[src/b58enc_pkg.sv]
package b58enc_pkg;

  // Block geometry and radix
  localparam int unsigned Radix     = 58;
  localparam int unsigned FullBytes = 8;
  localparam int unsigned FullChars = 11;

  // Sequencer states
  typedef enum logic [1:0] {
    StIdle,
    StDiv,
    StEmit
  } state_e;

  // Number of characters for a block of the given byte count
  function automatic logic [3:0] chars_for_bytes(input logic [3:0] nbytes);
    logic [3:0] n;
    unique case (nbytes)
      4'd1:    n = 4'd2;
      4'd2:    n = 4'd3;
      4'd3:    n = 4'd5;
      4'd4:    n = 4'd6;
      4'd5:    n = 4'd7;
      4'd6:    n = 4'd9;
      4'd7:    n = 4'd10;
      4'd8:    n = 4'd11;
      default: n = 4'd0;
    endcase
    return n;
  endfunction

  // Map a base58 digit onto its ASCII character (Bitcoin alphabet)
  function automatic logic [6:0] symbol_of(input logic [5:0] digit);
    logic [6:0] c;
    priority if (digit <= 6'd8) begin
      c = 7'h31 + {1'b0, digit};
    end else if (digit <= 6'd16) begin
      c = 7'h41 + {1'b0, digit - 6'd9};
    end else if (digit <= 6'd21) begin
      c = 7'h4A + {1'b0, digit - 6'd17};
    end else if (digit <= 6'd32) begin
      c = 7'h50 + {1'b0, digit - 6'd22};
    end else if (digit <= 6'd43) begin
      c = 7'h61 + {1'b0, digit - 6'd33};
    end else if (digit <= 6'd57) begin
      c = 7'h6D + {1'b0, digit - 6'd44};
    end else begin
      c = 7'h31;
    end
    return c;
  endfunction

endpackage

[src/block_base58_encoder.sv]
// Block base58 encoder. Bytes are taken one per request, most significant first, and
// gathered into blocks of eight. A byte that does not close a block is shifted into it.
// A byte that fills the block, or carries end_of_data, starts the conversion:
// one shared divide-by-58 unit consumes eight dividend bits per cycle, digit by digit,
// for a block of N characters (N = 2..11); then its characters leave at one per cycle
// through the output register while the output is not stalled by out_ready_i.
// No byte is taken from the start of the conversion until the last character of the
// block has been loaded.
module block_base58_encoder (
  input  logic       clk_i,
  input  logic       rst_ni,
  input  logic       in_valid_i,
  output logic       in_ready_o,
  input  logic [7:0] data_byte_i,
  input  logic       end_of_data_i,
  output logic       out_valid_o,
  input  logic       out_ready_i,
  output logic [6:0] symbol_o,
  output logic       end_of_text_o
);

  b58enc_pkg::state_e state_q, state_d;

  logic [63:0] val_q, val_d;
  logic [2:0]  cnt_q, cnt_d;
  logic [3:0]  nch_q, nch_d;
  logic        last_q, last_d;
  logic [2:0]  step_q, step_d;
  logic [3:0]  dig_q, dig_d;
  logic [5:0]  rem_q, rem_d;
  logic [3:0]  em_q, em_d;
  logic        out_valid_q, out_valid_d;
  logic [6:0]  sym_q, sym_d;
  logic        eot_q, eot_d;

  logic [5:0]  dig_buf_q [b58enc_pkg::FullChars];
  logic        buf_we;

  logic        in_acc;
  logic        out_load;
  logic [3:0]  count;
  logic [63:0] val_in;
  logic [6:0]  div_r;
  logic [7:0]  div_qb;

  assign in_ready_o    = (state_q == b58enc_pkg::StIdle);
  assign in_acc        = in_valid_i && in_ready_o;
  assign out_load      = !out_valid_q || out_ready_i;
  assign count         = {1'b0, cnt_q} + 4'd1;
  assign val_in        = {val_q[55:0], data_byte_i};
  assign out_valid_o   = out_valid_q;
  assign symbol_o      = sym_q;
  assign end_of_text_o = eot_q;

  // Eight restoring steps of the divide-by-58 unit
  always_comb begin
    div_r  = {1'b0, rem_q};
    div_qb = '0;
    for (int i = 0; i < 8; i++) begin
      div_r = {div_r[5:0], val_q[63-i]};
      if (div_r >= 7'(b58enc_pkg::Radix)) begin
        div_r         = div_r - 7'(b58enc_pkg::Radix);
        div_qb[7-i]   = 1'b1;
      end
    end
  end

  // Sequencer: gather, divide, emit
  always_comb begin
    state_d     = state_q;
    val_d       = val_q;
    cnt_d       = cnt_q;
    nch_d       = nch_q;
    last_d      = last_q;
    step_d      = step_q;
    dig_d       = dig_q;
    rem_d       = rem_q;
    em_d        = em_q;
    out_valid_d = out_valid_q && !out_ready_i;
    sym_d       = sym_q;
    eot_d       = eot_q;
    buf_we      = 1'b0;

    unique case (state_q)
      b58enc_pkg::StIdle: begin
        if (in_acc) begin
          val_d = val_in;
          if (count == 4'(b58enc_pkg::FullBytes) || end_of_data_i) begin
            nch_d   = b58enc_pkg::chars_for_bytes(count);
            last_d  = end_of_data_i;
            dig_d   = b58enc_pkg::chars_for_bytes(count) - 4'd1;
            step_d  = '0;
            rem_d   = '0;
            state_d = b58enc_pkg::StDiv;
          end else begin
            cnt_d = count[2:0];
          end
        end
      end
      b58enc_pkg::StDiv: begin
        val_d  = {val_q[55:0], div_qb};
        rem_d  = div_r[5:0];
        step_d = step_q + 3'd1;
        if (step_q == 3'd7) begin
          // Digit complete: store it and restart the remainder
          buf_we = 1'b1;
          rem_d  = '0;
          if (dig_q == 4'd0) begin
            em_d    = '0;
            state_d = b58enc_pkg::StEmit;
          end else begin
            dig_d = dig_q - 4'd1;
          end
        end
      end
      b58enc_pkg::StEmit: begin
        if (out_load) begin
          out_valid_d = 1'b1;
          sym_d       = b58enc_pkg::symbol_of(dig_buf_q[em_q]);
          eot_d       = last_q && (em_q == nch_q - 4'd1);
          em_d        = em_q + 4'd1;
          if (em_q == nch_q - 4'd1) begin
            cnt_d   = '0;
            val_d   = '0;
            state_d = b58enc_pkg::StIdle;
          end
        end
      end
      default: state_d = b58enc_pkg::StIdle;
    endcase
  end

  // Hold control state
  always_ff @(posedge clk_i or negedge rst_ni) begin
    if (!rst_ni) begin
      state_q     <= b58enc_pkg::StIdle;
      val_q       <= '0;
      cnt_q       <= '0;
      nch_q       <= '0;
      last_q      <= 1'b0;
      step_q      <= '0;
      dig_q       <= '0;
      rem_q       <= '0;
      em_q        <= '0;
      out_valid_q <= 1'b0;
    end else begin
      state_q     <= state_d;
      val_q       <= val_d;
      cnt_q       <= cnt_d;
      nch_q       <= nch_d;
      last_q      <= last_d;
      step_q      <= step_d;
      dig_q       <= dig_d;
      rem_q       <= rem_d;
      em_q        <= em_d;
      out_valid_q <= out_valid_d;
    end
  end

  // Hold the output payload and the digit buffer
  always_ff @(posedge clk_i) begin
    sym_q <= sym_d;
    eot_q <= eot_d;
    if (buf_we) begin
      dig_buf_q[dig_q] <= div_r[5:0];
    end
  end

  // A byte with end_of_data starts a conversion, so no byte follows in the next cycle
  a_close_blocks: assert property (@(posedge clk_i) disable iff (!rst_ni)
    in_acc && end_of_data_i |=> !in_ready_o)
    else $error("byte taken during conversion");

  // Every quotient has drained to zero once all digits are stored
  a_quot_zero: assert property (@(posedge clk_i) disable iff (!rst_ni)
    state_q == b58enc_pkg::StEmit |-> val_q == 64'd0)
    else $error("block value exceeds its digit count");

  // Digit index stays within the buffer while dividing
  a_dig_range: assert property (@(posedge clk_i) disable iff (!rst_ni)
    state_q == b58enc_pkg::StDiv |-> dig_q < 4'(b58enc_pkg::FullChars))
    else $error("digit index out of range");

  // End of text, when loaded into an empty output register, only for a final block
  a_eot_last: assert property (@(posedge clk_i) disable iff (!rst_ni)
    out_valid_d && !out_valid_q && eot_d |-> last_q)
    else $error("end of text on a non-final block");

endmodule

[config.mk]
export PLATFORM = sky130hd
export DESIGN_NAME = block_base58_encoder
export DESIGN_NICKNAME = d
export VERILOG_FILES = /design/src/b58enc_pkg.sv /design/src/block_base58_encoder.sv
export SDC_FILE = /design/constraint.sdc
export NUM_CORES = 1
export LEC_CHECK = 0
export BUFFER_PORTS_ARGS = -buffer_cell sky130_fd_sc_hd__buf_2
export CAP_MARGIN = 0
export CORE_MARGIN = 2
export CORE_UTILIZATION = 35
export DETAILED_ROUTE_END_ITERATION = 8
export GPL_ROUTABILITY_DRIVEN = 0
export HOLD_SLACK_MARGIN = 0.05
export PLACE_DENSITY_LB_ADDON = 0.05
export SYNTH_ARGS = -nofsm -noshare
export SYNTH_HDL_FRONTEND = slang
export SYNTH_SLANG_ARGS = --single-unit
export TNS_END_PERCENT = 50
[constraint.sdc]
create_clock -name clk_i -period 8.85 [get_ports clk_i]
set_clock_uncertainty 0.2 [all_clocks]
set_input_delay 0.885 -clock clk_i [delete_from_list [all_inputs] [get_ports clk_i]]
set_output_delay 0.885 -clock clk_i [all_outputs]
set_load 0.01 [all_outputs]
* Word-level counts from Yosys, hierarchy flattened
Memories as Yosys holds them, arrays and structs flattened. A register that Yosys moved wholly into a read port is not among the register bits.
Cells that the tools add are included.
** Word-level totals
- Memories kept :: 3
- Bits in read-only memories :: 128
- Bits in latches :: 0
- RAM bits :: 66
- Register bits :: 96
- Word-level logic and storage cells :: 151
** Operators by class
- $mul :: 0
- Reduce and logical (&&, ||, !) cells :: 22
- Divide/modulo/power cells :: 0
- Shift-type cells :: 0
- Bitwise gates (word level) :: 0
- $lt $le $gt $ge :: 14
- Equality and inequality tests :: 13
- Muxes and demuxes :: 63
- Add/sub/neg operators :: 25
** Memories
- dig_buf_q :: words 11, bits a word 6, rd ports 1, clocked after Yosys merged registers in 0, write ports 1, line block_base58_encoder.sv:36 : logic [5:0] dig_buf_q [b58enc_pkg::FullChars];
- (name not given) :: words 16, bits a word 4, rd ports 1, clocked after Yosys merged registers in 1, write ports 0, line b58enc_pkg.sv:18 : unique case (nbytes)
- (name not given) :: words 16, bits a word 4, rd ports 1, clocked after Yosys merged registers in 0, write ports 0, line b58enc_pkg.sv:18
** Operators by type and width (number)
- 64-bit 2-to-1 mux :: 3
- 64-bit case mux with 3 select lines :: 1
- 6-bit 2-to-1 mux :: 11
- 6-bit subtractor (second input constant) :: 10
- 7-bit by 6-bit greater-or-equal comparator with 1-bit output (second input constant) :: 8
- 7-bit 2-to-1 mux :: 6
- 4-bit 2-to-1 mux :: 10
- 7-bit by 6-bit adder with 7-bit output (first input constant) :: 5
- 6-bit less-or-equal comparator (second input constant) :: 3
- 3-bit 2-to-1 mux :: 6
- 4-bit case mux with 2 select lines :: 2
- 1-bit 2-to-1 mux :: 14
- 6-bit by 5-bit less-or-equal comparator with 1-bit output (second input constant) :: 2
- 2-bit 2-to-1 mux :: 6
- 2-bit != test (second input constant) :: 6
- 3-bit case mux with 2 select lines :: 2
- 6-bit case mux with 2 select lines :: 1
- 4-bit by 1-bit subtractor with 4-bit output (second input constant) :: 3
- 6-bit by 5-bit subtractor with 6-bit output (second input constant) :: 2
- 5-bit AND reduction :: 2
- 4-bit AND reduction :: 2
- 6-bit by 6-bit adder with 7-bit output (first input constant) :: 1
- 6-bit by 4-bit less-or-equal comparator with 1-bit output (second input constant) :: 1
- 2-bit case mux with 3 select lines :: 1
- other kinds (20) :: 29

* Longest topological paths before layout
- Word-level depth :: 18
- Gate-level depth with buffers :: 39
- Gate-level depth less buffers :: 38

* Least setup slack after synthesis
No wires, ideal clock.
- Kind :: flip-flop to flip-flop
- Start point :: reg rem_q[0]
- End point :: mem dig_buf_q[0][4] (data pin)
- Path buffers :: 1
- Required time :: 8.358 ns
- Data arrival time :: 8.639 ns
- Slack :: -0.280 ns
- Stages on the path, launching flop included :: 40
- Library setup time :: 0.292 ns
- Cells stage by stage :: dfrtp_1 inv_1 ha_1 and4b_4 o21a_1 nor2_1 ha_1 o2111ai_1 nand3_2 xnor2_1 ha_1 a221oi_1 mux2i_1 o31a_1 buf_4 xnor2_1 ha_1 o2111a_1 (+4 left out) mux2i_1 o31ai_4 a22o_1 ha_1 inv_1 a31o_1 a31o_2 xnor2_1 inv_1 ha_1 nand4b_1 a41oi_4 mux2_4 inv_1 ha_1 o311a_1 nor3_1 o21ai_0
** On the way
- Word-level cells in the longest chain between the ends :: 16
- Elaborated cells on any way between the ends :: 24
** Ends and longest elaborated chain
- from (decl) :: line block_base58_encoder.sv:30 : logic [5:0] rem_q, rem_d;
- from (signal assigned) :: line block_base58_encoder.sv:154 : rem_q <= rem_d;
- 6-bit subtractor or 7-bit by 6-bit greater-or-equal comparator with 1-bit output (tied branches) :: line block_base58_encoder.sv:62, block_base58_encoder.sv:61
- 6-bit 2-to-1 mux * :: line block_base58_encoder.sv:61 : if (div_r >= 7'(b58enc_pkg::Radix)) begin
- 6-bit subtractor or 7-bit by 6-bit greater-or-equal comparator with 1-bit output (tied branches) :: line block_base58_encoder.sv:62, block_base58_encoder.sv:61
- 6-bit 2-to-1 mux * :: line block_base58_encoder.sv:61
- 6-bit subtractor or 7-bit by 6-bit greater-or-equal comparator with 1-bit output (tied branches) :: line block_base58_encoder.sv:62, block_base58_encoder.sv:61
- 6-bit 2-to-1 mux * :: line block_base58_encoder.sv:61
- 6-bit subtractor or 7-bit by 6-bit greater-or-equal comparator with 1-bit output (tied branches) :: line block_base58_encoder.sv:62, block_base58_encoder.sv:61
- 6-bit 2-to-1 mux * :: line block_base58_encoder.sv:61
- 6-bit subtractor or 7-bit by 6-bit greater-or-equal comparator with 1-bit output (tied branches) :: line block_base58_encoder.sv:62, block_base58_encoder.sv:61
- 6-bit 2-to-1 mux * :: line block_base58_encoder.sv:61
- 7-bit by 6-bit greater-or-equal comparator with 1-bit output or 6-bit subtractor (tied branches) :: line block_base58_encoder.sv:61, block_base58_encoder.sv:62
- 6-bit 2-to-1 mux * :: line block_base58_encoder.sv:61
- 6-bit subtractor or 7-bit by 6-bit greater-or-equal comparator with 1-bit output (tied branches) :: line block_base58_encoder.sv:62, block_base58_encoder.sv:61
- 6-bit 2-to-1 mux * :: line block_base58_encoder.sv:61
- 6-bit subtractor or 7-bit by 6-bit greater-or-equal comparator with 1-bit output (tied branches) :: line block_base58_encoder.sv:62, block_base58_encoder.sv:61
- 6-bit 2-to-1 mux * :: line block_base58_encoder.sv:61
- named net div_r[4] :: line block_base58_encoder.sv:43 : logic [6:0] div_r;
- to (decl) :: line block_base58_encoder.sv:36
The timed path passes the listed nets; every way through them passes the cells marked *.

* Worst setup path in the final report
- Start point :: reg rem_q[0]
- End point :: mem dig_buf_q[9][4] (data pin)
The elaborated chain is that of the path after synthesis.

==> results.py <==
metrics = {
    "critical_path": {
        "timing.rr.start": "rem_q[0]",
        "crit_type": "reg2reg",
        "cp_data_arrival_time_ns": 8.37,
        "worst-path-max-fanout": 11,
        "cp-start-kind": "flop",
        "cpMaxStageDelayCell": "or4b_1",
        "critical_path_required_ns": 8.93,
        "max_stage_delay_ns": 0.56,
        "crit_start": "rem_q[0]",
        "critPathCaptureType": "flop",
    },
    "clock_tree": {
        "clockBufferDepth": 2,
        "cts_tree": "done",
        "clkSinkCount": 166,
        "cts.htree.levels": 4,
        "cts_hold_buf": 0,
        "clk_latency_ns": 0.43,
        "clockRootBuffer": "clkbuf_16",
        "path_clk_slew_ns": 0.07,
        "numCtsBuffers": 17,
    },
    "timing": {
        "setup_viol": 0,
        "worst_pin_slew_ns": 1.06,
        "fin_setup_tns_ns": 0,
        "timing.fmax_ghz": 0.121,
        "finalHoldWorstSlack_ns": 0.211,
        "hold_viol_final": 0,
        "period_share": 0.937,
        "slew_headroom": 0.289,
        "layout_min_cycle_time_ns": 8.29,
        "setup_slack_ns": 0.559,
        "slew_violations": 0,
    },
    "yosys": {
        "synth_edf_count": 74,
        "async_flop_share": 0.554,
        "synth_area_um2": 10200,
        "syn-num-nets": 1117,
        "synth_cells": 1069,
        "synth_warnings": 0,
        "postSynthAreaPerCell_um2": 9.54,
        "ys_types": 94,
        "ys_ff_latch": 166,
        "ys_seq_area_frac": 0.444,
        "synthFlopType": "dfrtp_1",
    },
    "global_route": {
        "grt-ovfl-total": 0,
        "grt_pass1_wl_um": 42500,
        "grt_start_max_net_pins": 110,
        "grt_antenna_before_repair": 0,
        "grt_pass1_vias": 7782,
        "gr-usage-all-layers": 0.175,
    },
    "place": {
        "place_area_um2": 10900,
        "portBuffers": 22,
        "dp_slack_ns": -0.00473,
        "hpwlAfterDp_um": 17800,
    },
    "status": {
        "outcome": "completed",
    },
    "layout": {
        "fin_area_um2": 11700,
        "antenna_cells": 0,
        "layout_commonest_cell": "nand2_1",
        "area_delta_synth_final_pct": 14.5,
        "n_fill_cell": 2864,
        "final_nets": 1150,
        "layout_common_cells": "nand2_1, o21ai_0, dfrtp_1",
        "drive_gt1_frac": 0.165,
    },
    "worst_hold_path": {
        "hold_path_class": "in2async",
    },
    "floorplan": {
        "die_h_um": 175,
        "core_area_um2": 28700,
        "dieWidth_um": 175,
        "dieArea_um2": 30500,
        "io_pins": 23,
        "rows": 62,
        "initial_core_util": 0.355,
    },
    "drt": {
        "drc_errors": 0,
        "dr.pass1.iters": 5,
        "post_drt_wl_per_cell_um": 17.4,
        "drt_iter0_drc": 568,
        "via_per_inst": 5.26,
        "wirelength_um": 26000,
        "ant_nets": 0,
        "vias": 7886,
    },
    "flow_run": {
        "cap_violations": 0,
    },
}
through the flow:
stage / util / instances
floorplan: - / 1069
global placement: 0.380 / 1463
detailed placement: 0.380 / 1463
CTS: 0.402 / 1495
global route: 0.407 / 1499
finish: 0.407 / 1499
cell type report:
class | instances | area [um2] | area share
Inverter | 38 | 143 | 0.0122
Multi-Input combinational cell | 810 | 5440 | 0.466
Timing Repair Buffer | 69 | 465 | 0.0399
Clock buffer | 17 | 425 | 0.0364
Clock inverter | 15 | 196 | 0.0168
Tap cell | 384 | 480 | 0.0411
Sequential cell | 166 | 4520 | 0.387
metal layers:
layer	global-route usage	wire, um	vias to the layer above
met2	0.295	12700	113
li1	-	-	3941
met3	0.0255	739	27
met4	0.0441	335	0
met1	0.238	12300	3805
met5	0	0	-
worst paths after layout:
path                       slack, ns              end  cells past startpoint
max reg2reg                     0.56  dig_buf_q[9][4]                     37
min                             0.21         rem_q[5]                      1
max in group asynchronous       7.03        step_q[2]                      2
max                             0.56  dig_buf_q[9][4]                     37
min in group clk_i              0.28        val_q[54]                      2
min reg2reg                     0.28        val_q[54]                      2
sequential cells by signal, summed over array words and instances, names as in the netlist, 2 cells and up:
| name | cells |
|---|---|
| cnt_q | 3 |
| dig_buf_q | 66 |
| dig_q | 4 |
| em_q | 4 |
| nch_q | 4 |
| rem_q | 6 |
| state_q | 2 |
| step_q | 3 |
| symbol_o | 7 |
| val_q | 64 |
logic make-up after synthesis:
| kind of cell | after synthesis | share of synthesized area |
|---|---|---|
| compound gates | 278 | 0.180 |
| xor+xnor | 36 | 0.0309 |
| fa+ha+maj | 35 | 0.0429 |
| buf+inv | 93 | 0.0363 |
| flops | 166 | 0.444 |
| mux | 66 | 0.0855 |
| simple gates | 395 | 0.180 |
synthesized netlist by cell type, types with 8 or more instances:
cell      instances  share of area
xnor2_1          24          0.021
mux2i_1          31          0.030
a21oi_1          47          0.023
nor3_1           12         0.0059
mux4_2           12          0.026
nand2b_1          9         0.0055
nand4_1           8         0.0049
and3_1            8         0.0049
edfxtp_1         74           0.22
mux2_2           17          0.019
nor2_1           71          0.026
nand2_1         196          0.072
nand3_1          31          0.015
dfrtp_1          92           0.23
ha_1             35          0.043
a21o_1           11         0.0081
inv_1            37          0.014
a211oi_1          8         0.0059
o211ai_1          8         0.0059
o21ai_0         113          0.055
a31oi_1          11         0.0067
nor2b_1          14         0.0086
clkbuf_1         44          0.016
xor2_1           12          0.010
worst max-delay path, delay by kind of cell (launching register included):
kind,cells,cell delay (ns)
buffers and inverters,6,0.88
XOR/XNOR,3,0.44
flip-flops,1,0.39
AND/OR/NAND/NOR,5,1.56
AO/OA/AOI/OAI,14,2.71
adder cells (fa/ha/maj),6,1.32
multiplexers,3,0.65
repair_timing:
| action | in CTS | in global routing |
|---|---|---|
| pin swaps | 0 | 4 |
| buffers inserted | 0 | 4 |
| endpoints found under the setup margin | 22 | 61 |
| resized for setup | 2 | 20 |
| endpoints found under the hold margin | 0 | 0 |
Power is left out: the tool's default activity adds up to more than one toggle a clock period on the data nets, which glitch-free logic cannot reach.
